$ cat src/rtl/cq_pkg.sv
// Package: shared types, constants and helpers for the circular queue with find-and-rotate.
package cq_pkg;

    localparam int DEPTH = 128;
    localparam int CNT_W = $clog2(DEPTH + 1);

    typedef logic signed [31:0] t_key;
    typedef logic [CNT_W-1:0]   t_cnt;

    typedef enum logic [1:0] {
        OP_ENQ  = 2'd0,
        OP_DEQ  = 2'd1,
        OP_FIND = 2'd2,
        OP_NOP  = 2'd3
    } t_op;

    typedef enum logic [1:0] {
        ST_OK        = 2'd0,
        ST_FULL      = 2'd1,
        ST_EMPTY     = 2'd2,
        ST_NOT_FOUND = 2'd3
    } t_status;

    // Control for one cell of the chain.
    typedef struct packed {
        logic load;
        logic shift;
    } t_cell_ctl;

    // Counts leave the block masked to eight bits.
    function automatic logic [7:0] to_out8(input t_cnt v);
        logic [CNT_W+7:0] w;
        begin
            w = {8'd0, v};
            return w[7:0];
        end
    endfunction

endpackage

$ cat src/rtl/cq_in_if.sv
// Interface: request channel carrying an operation and a key.
interface cq_in_if;
    logic             valid;
    logic             ready;
    logic [1:0]       op;
    logic signed [31:0] key;

    modport source (output valid, output op, output key, input ready);
    modport sink   (input valid, input op, input key, output ready);
endinterface

$ cat src/rtl/cq_out_if.sv
// Interface: result channel carrying status, value and counts.
interface cq_out_if;
    logic             valid;
    logic             ready;
    logic [1:0]       status;
    logic signed [31:0] value;
    logic [7:0]       moved;
    logic [7:0]       fill;

    modport source (output valid, output status, output value, output moved, output fill,
                    input ready);
    modport sink   (input valid, input status, input value, input moved, input fill,
                     output ready);
endinterface

$ cat src/rtl/circular_queue_find_rotate.sv
// Top level: circular queue of signed keys held in a chain of cells, with find-and-rotate.
//
//  Channel  Dir  Payload                      Transfer when
//  i_in     in   op[1:0], key[31:0]           i_in.valid && i_in.ready
//  o_res    out  status, value, moved, fill   o_res.valid && o_res.ready
//
// Enqueue, dequeue and the unused code finish in the cycle of their transfer.
// A find makes one head comparison per cycle and rotates each mismatch to the tail,
// until a match is removed from the head or every entry has cycled; input is held off.
// The head is always cell 0; on a dequeue, removal or rotation the chain shifts left one cell per cycle.
// A synchronous reset empties the queue; cell contents are not cleared.
// A result waits in the output register; a new request is taken while it drains.
module circular_queue_find_rotate (
    input  logic      i_clk,
    input  logic      i_rst_n,
    cq_in_if.sink     i_in,
    cq_out_if.source  o_res
);

    typedef enum logic [1:0] {
        S_IDLE   = 2'b01,
        S_SEARCH = 2'b10
    } t_state;

    t_state r_state, n_state;
    cq_pkg::t_cnt r_fill, n_fill;
    cq_pkg::t_cnt r_remain, n_remain;
    cq_pkg::t_cnt r_moved, n_moved;
    cq_pkg::t_key r_key, n_key;

    logic           r_out_valid, n_out_valid;
    cq_pkg::t_status r_status, n_status;
    cq_pkg::t_key   r_value, n_value;
    logic [7:0]     r_out_moved, n_out_moved;
    logic [7:0]     r_out_fill, n_out_fill;

    cq_pkg::t_key w_val [cq_pkg::DEPTH];
    cq_pkg::t_key w_ext;
    cq_pkg::t_key w_head;
    cq_pkg::t_op  w_op;

    logic w_in_go, w_enq_go, w_deq_go, w_rot_go, w_rem_go, w_full;

    assign w_head = w_val[0];
    assign w_op   = cq_pkg::t_op'(i_in.op);
    assign w_full = (r_fill == cq_pkg::t_cnt'(cq_pkg::DEPTH));

    // A request is taken while idle and the output register is free or draining.
    assign i_in.ready = (r_state == S_IDLE) && (!r_out_valid || o_res.ready);
    assign w_in_go    = i_in.valid && i_in.ready;

    // Chain operations for this cycle.
    assign w_enq_go = w_in_go && (w_op == cq_pkg::OP_ENQ) && !w_full;
    assign w_deq_go = w_in_go && (w_op == cq_pkg::OP_DEQ) && (r_fill != '0);
    assign w_rot_go = (r_state == S_SEARCH) && (r_remain != '0) && (w_head != r_key);
    assign w_rem_go = (r_state == S_SEARCH) && (r_remain != '0) && (w_head == r_key);

    // The shared bus carries the new key, or the head when it wraps to the tail.
    assign w_ext = (r_state == S_SEARCH) ? w_head : i_in.key;

    // The chain of cells, head at index 0.
    for (genvar i = 0; i < cq_pkg::DEPTH; i++) begin : g_cell
        cq_pkg::t_cell_ctl w_ctl;
        cq_pkg::t_key      w_next;

        assign w_ctl.load  = (w_enq_go && (r_fill == cq_pkg::t_cnt'(i)))
                          || (w_rot_go && (r_fill == cq_pkg::t_cnt'(i + 1)));
        assign w_ctl.shift = w_deq_go || w_rem_go || w_rot_go;

        if (i == cq_pkg::DEPTH - 1) begin : g_last
            assign w_next = w_val[i];
        end else begin : g_mid
            assign w_next = w_val[i + 1];
        end

        cq_cell u_cell (
            .i_clk   (i_clk),
            .i_ctl   (w_ctl),
            .i_ext   (w_ext),
            .i_next  (w_next),
            .o_value (w_val[i])
        );
    end

    // Sequencer and result formation.
    always_comb begin
        n_state     = r_state;
        n_fill      = r_fill;
        n_remain    = r_remain;
        n_moved     = r_moved;
        n_key       = r_key;
        n_out_valid = r_out_valid && !o_res.ready;
        n_status    = r_status;
        n_value     = r_value;
        n_out_moved = r_out_moved;
        n_out_fill  = r_out_fill;

        case (r_state)
            S_IDLE: begin
                if (w_in_go) begin
                    n_status    = cq_pkg::ST_OK;
                    n_value     = '0;
                    n_out_moved = '0;
                    n_out_fill  = cq_pkg::to_out8(r_fill);
                    case (w_op)
                        cq_pkg::OP_ENQ: begin
                            n_out_valid = 1'b1;
                            if (w_full) begin
                                n_status = cq_pkg::ST_FULL;
                            end else begin
                                n_fill     = r_fill + 1'b1;
                                n_out_fill = cq_pkg::to_out8(r_fill + 1'b1);
                            end
                        end
                        cq_pkg::OP_DEQ: begin
                            n_out_valid = 1'b1;
                            if (r_fill == '0) begin
                                n_status = cq_pkg::ST_EMPTY;
                            end else begin
                                n_value    = w_head;
                                n_fill     = r_fill - 1'b1;
                                n_out_fill = cq_pkg::to_out8(r_fill - 1'b1);
                            end
                        end
                        cq_pkg::OP_FIND: begin
                            n_state  = S_SEARCH;
                            n_key    = i_in.key;
                            n_remain = r_fill;
                            n_moved  = '0;
                        end
                        default: begin
                            n_out_valid = 1'b1;
                        end
                    endcase
                end
            end
            S_SEARCH: begin
                if (r_remain == '0) begin
                    // Every entry has cycled once without a match.
                    n_state     = S_IDLE;
                    n_out_valid = 1'b1;
                    n_status    = cq_pkg::ST_NOT_FOUND;
                    n_value     = '0;
                    n_out_moved = cq_pkg::to_out8(r_moved);
                    n_out_fill  = cq_pkg::to_out8(r_fill);
                end else if (w_head == r_key) begin
                    n_state     = S_IDLE;
                    n_fill      = r_fill - 1'b1;
                    n_out_valid = 1'b1;
                    n_status    = cq_pkg::ST_OK;
                    n_value     = w_head;
                    n_out_moved = cq_pkg::to_out8(r_moved);
                    n_out_fill  = cq_pkg::to_out8(r_fill - 1'b1);
                end else begin
                    n_remain = r_remain - 1'b1;
                    n_moved  = r_moved + 1'b1;
                end
            end
            default: begin
                n_state = S_IDLE;
            end
        endcase
    end

    // Control registers take reset; payload registers do not.
    always_ff @(posedge i_clk) begin
        if (!i_rst_n) begin
            r_state     <= S_IDLE;
            r_fill      <= '0;
            r_remain    <= '0;
            r_moved     <= '0;
            r_out_valid <= 1'b0;
        end else begin
            r_state     <= n_state;
            r_fill      <= n_fill;
            r_remain    <= n_remain;
            r_moved     <= n_moved;
            r_out_valid <= n_out_valid;
        end
    end

    always_ff @(posedge i_clk) begin
        r_key       <= n_key;
        r_status    <= n_status;
        r_value     <= n_value;
        r_out_moved <= n_out_moved;
        r_out_fill  <= n_out_fill;
    end

    assign o_res.valid  = r_out_valid;
    assign o_res.status = r_status;
    assign o_res.value  = r_value;
    assign o_res.moved  = r_out_moved;
    assign o_res.fill   = r_out_fill;

endmodule

$ cat src/rtl/cq_cell.sv
// Module: one storage cell of the queue chain.
module cq_cell (
    input  logic              i_clk,
    input  cq_pkg::t_cell_ctl i_ctl,
    input  cq_pkg::t_key      i_ext,
    input  cq_pkg::t_key      i_next,
    output cq_pkg::t_key      o_value
);

    cq_pkg::t_key r_value;
    cq_pkg::t_key n_value;

    // A load from the shared bus wins over a shift from the right-hand neighbour.
    always_comb begin
        n_value = r_value;
        if (i_ctl.load) begin
            n_value = i_ext;
        end else if (i_ctl.shift) begin
            n_value = i_next;
        end
    end

    always_ff @(posedge i_clk) begin
        r_value <= n_value;
    end

    assign o_value = r_value;

endmodule
$ cat src/flat_wrapper.sv
// flat-port wrapper written by rule: the top's interface ports become plain ports
module circular_queue_find_rotate_flat 
  (i_clk, i_rst_n, i_in_valid, i_in_op, i_in_key, i_in_ready, o_res_valid, o_res_status, o_res_value, o_res_moved, o_res_fill, o_res_ready);
  cq_in_if i_in_i ();
  cq_out_if o_res_i ();
  input  logic i_clk;
  input  logic i_rst_n;
  input wire logic [$bits(i_in_i.valid)-1:0] i_in_valid;
  input wire logic [$bits(i_in_i.op)-1:0] i_in_op;
  input wire logic [$bits(i_in_i.key)-1:0] i_in_key;
  output wire logic [$bits(i_in_i.ready)-1:0] i_in_ready;
  output wire logic [$bits(o_res_i.valid)-1:0] o_res_valid;
  output wire logic [$bits(o_res_i.status)-1:0] o_res_status;
  output wire logic [$bits(o_res_i.value)-1:0] o_res_value;
  output wire logic [$bits(o_res_i.moved)-1:0] o_res_moved;
  output wire logic [$bits(o_res_i.fill)-1:0] o_res_fill;
  input wire logic [$bits(o_res_i.ready)-1:0] o_res_ready;
  assign i_in_i.valid = i_in_valid;
  assign i_in_i.op = i_in_op;
  assign i_in_i.key = i_in_key;
  assign i_in_ready = i_in_i.ready;
  assign o_res_valid = o_res_i.valid;
  assign o_res_status = o_res_i.status;
  assign o_res_value = o_res_i.value;
  assign o_res_moved = o_res_i.moved;
  assign o_res_fill = o_res_i.fill;
  assign o_res_i.ready = o_res_ready;
  circular_queue_find_rotate u_core (.i_clk(i_clk), .i_rst_n(i_rst_n), .i_in(i_in_i), .o_res(o_res_i));
endmodule
$ cat config.mk
export PLATFORM = sky130hd
export DESIGN_NAME = circular_queue_find_rotate_flat
export DESIGN_NICKNAME = d
export VERILOG_FILES = /design/src/rtl/cq_pkg.sv /design/src/rtl/cq_in_if.sv /design/src/rtl/cq_out_if.sv /design/src/rtl/circular_queue_find_rotate.sv /design/src/rtl/cq_cell.sv /design/src/flat_wrapper.sv
export SDC_FILE = /design/constraint.sdc
export NUM_CORES = 2
export LEC_CHECK = 0
export BUFFER_PORTS_ARGS = -buffer_cell sky130_fd_sc_hd__buf_2
export CELL_PAD_IN_SITES_DETAIL_PLACEMENT = 0
export CELL_PAD_IN_SITES_GLOBAL_PLACEMENT = 2
export CORE_MARGIN = 5
export CORE_UTILIZATION = 53
export CTS_CLUSTER_SIZE = 28
export DETAILED_ROUTE_END_ITERATION = 6
export HOLD_SLACK_MARGIN = 0.06
export MAX_ROUTING_LAYER = met4
export PLACE_DENSITY = 0.82
export SETUP_SLACK_MARGIN = 0.1
export SKIP_LAST_GASP = 1
export SLEW_MARGIN = 0
export SYNTH_ARGS = -nofsm -noshare
export SYNTH_HDL_FRONTEND = slang
export SYNTH_SLANG_ARGS = --single-unit
$ cat constraint.sdc
create_clock -name i_clk -period 14.6 [get_ports i_clk]
set_input_delay 2.92 -clock i_clk [delete_from_list [all_inputs] [get_ports i_clk]]
set_output_delay 2.92 -clock i_clk [all_outputs]
set_load 0.02 [all_outputs]
==> run metrics <==
Final Cycle Share 47.1%; postcts setup bufs 0; Filler cells 24.5k; Worst Hold Class flip-flop to flip-flop; remaining antenna violation count 0; vias in the first global route 93.3k; Final Skew between 0.05 and 0.06 ns; full die area 349,000 sq um; Core Region approximately 340,000 sq um; fmax 145 MHz; Post-CTS Resized 0; RSZ-0062 raised after global routing false; commonest non-fill, non-tap cell in the layout edfxtp_1; Max Root-Sink Buffers 4; cts hold-fix bufs 0; Distinct cells, synth 74; CP Buf/Inv Count 2; DRT iter0 DRCs 9,343; Yosys Warn Count 0; max-cap violation count 0; CTS tree yes; root buf cell clkbuf_16; Pwr per Cell Area 132 nW/um^2; commonest cells after routing, fill and taps aside 4,178 x edfxtp_1, 2,757 x mux2_2, 961 x a2bb2oi_1, 439 x clkbuf_16, 348 x mux2_1; R2R Path Start u_core.r_state[0]$_SDFFE_PN1P_; part of the Yosys area used for sequential elements between 70% and 80%; drc violations 0; top post-synthesis cells by area edfxtp_1 70%, mux2_2 18%, a2bb2oi_1 4.7%; # rows 213; critical path's top delay family simple AND/OR/NAND/NOR gates; Avg Cell Area, Syn 17.7 sq um; post-synth top area cell edfxtp_1; Max-slew headroom slightly above 4%; worst slew pin tran 1.43 ns; largest net degree at the start of global routing 86; hold path start u_core.r_moved[7]$_SDFFE_PN0P_; Chip Height 591 um; ys async rst share 0%; clk_lat worst skew about 0.98 ns; Post-synth EDFFs 4,178; hold slack 0.482 ns; routed length per instance 30.1 um; Req. time, crit path 11.68 ns; most frequent CP cell buf_2; GRT overflow 0; total track usage 25.8%; NumNets Final 10.0k; Cells after Synth 10.1k; initial antenna violation count 32; cts bufs inserted 432; CP Launch Type input pin; Most used DFF post-synth edfxtp_1; die width 591 um; area grow syn2layout 11.2%; CP max-delay cell nor2b_1; maximum fanout along the worst path 4; Critical Path Sink Type output pin; Synth Register Bits 4,205; CP startpoint o_res_ready; setup TNS 0 ns; share of layout cells above drive strength 1 39.1%; net count after synthesis 10.1k; CP Class input pin to output pin; VDD IR max 117 uV; status finished, final reports clean; Via density just over 6; H-tree Lvls 5; port bufs 89; I/O pins 90; post-DP HPWL 263 mm; global placer's final weighted congestion 0.892; max incr delay on CP 0.43 ns; Lkg Pwr 0.0646 uW; Final setup violation count 0; Reg clk slew, reported paths 0.05 ns; first-pass GRT wire length between 600 and 700 mm; post-synth design cell area 179,000 sq um; Starting Density 53.2%; Sink Count 4,205; share of the synthesized area in the top cell type 70.1%; Final Hold Viols 0; Tmin final 6.88 ns; DR vias between 90k and 100k; WL final 446 mm; worst path arrival time a little under 4 ns; crit path cell chain buf_2 > nor2b_1 > nor2_1 > buf_2; first-pass detailed-route iteration total 6; Slew Viols, Final 0
## state kept, by name, summed over array words and instances (netlist names)
name / flops
u_core.r_key: 32
u_core.r_fill: 8
u_core.r_moved: 8
u_core.r_state: 2
u_core.g_cell.u_cell.o_value: 4096
u_core.o_res.fill: 8
u_core.r_remain: 8
u_core.o_res.valid: 1
u_core.o_res.moved: 8
u_core.o_res.status: 2
u_core.o_res.value: 32
## final cells by class
| class | count | area (sq um) | area share, % |
|---|---|---|---|
| diodes | 21 | 52.6 | 0.0264 |
| clock buffers | 528 | 11300 | 5.70 |
| clock inverters | 257 | 2310 | 1.16 |
| inverters | 16 | 60.1 | 0.0302 |
| multi-input cells | 4908 | 50700 | 25.5 |
| flip-flops and latches | 4205 | 126000 | 63.3 |
| well taps | 4515 | 5650 | 2.84 |
| repair buffers | 395 | 2780 | 1.40 |
## cells by family (layout without fill, tap and decap cells)
family          after synthesis  in the layout  share of synthesized area (%)
other cells                   0             21                              0
compound gates             1246           1246                           5.88
xor+xnor                     40             40                          0.196
fa+ha+maj                    10             10                         0.0699
flops                      4205           4205                           70.4
buf+inv                     976           1196                           2.39
simple gates                471            471                           1.31
mux                        3141           3141                           19.8
## cell usage after synthesis, types with 4 or more instances
library cell,number
nand3_1,13
nand4_1,12
a31oi_1,23
mux2i_1,4
or3_1,11
edfxtp_1,4178
o22ai_4,9
clkbuf_1,670
o32ai_1,4
mux2_1,348
xor2_1,37
buf_4,33
or4_1,4
nor3b_1,7
nor2b_1,40
o22ai_2,21
buf_2,217
o21ai_0,67
nor4_1,12
o211ai_1,20
nor2_1,108
nand2_1,145
and3_1,7
dfxtp_1,27
o22ai_1,4
o21ai_1,4
a2bb2oi_1,961
buf_1,11
mux2_2,2789
o31ai_1,5
nor3_1,10
ha_1,10
and2_1,22
inv_1,14
a32oi_2,12
nand2b_1,62
a21oi_1,79
buf_6,29
## routing by layer
metal | wire length [um] | GRT usage, % | vias up
li1 | - | - | 39700
met1 | 200000 | 37.2 | 48300
met2 | 201000 | 38.0 | 3491
met3 | 32300 | 4.73 | 663
met4 | 13000 | 7.20 | 0
met5 | 0 | - | -
## where the power goes
group          switching (uW)  internal [uW]  leakage (uW)
Clock                    4620           6120       0.00671
Combinational             982            430        0.0197
Sequential                185          13900        0.0382
## tightest hold or removal path, delay by kind of cell (launching register included)
kind / cells / cell delay [ns]
simple gates: 1 / 0.06
mux: 1 / 0.05
flops: 1 / 0.32
## through the flow
stage,std cells,total power [uW],cell area (sq um),util (%),worst slack [ns]
CTS,14800,26400,199000,59.1,7.73
detailed placement,14000,15700,185000,55.0,7.57
global placement,14000,15700,185000,55.0,7.55
floorplan,10100,15100,179000,-,7.23
finish,14800,26200,199000,59.1,7.72
global route,14800,27100,199000,59.1,7.75
## final timing paths
check,endpoint,slack (ns),cells past startpoint
worst max-delay path,i_in_ready,7.72,4
worst min-delay path,u_core.r_moved[7]$_SDFFE_PN0P_,0.48,2
worst max register to register,u_core.g_cell[17].u_cell.o_value[23]$_DFFE_PP_,9.25,9
worst min register to register,u_core.r_moved[7]$_SDFFE_PN0P_,0.48,2
No activity file was read; power rests on OpenSTA's default activity.
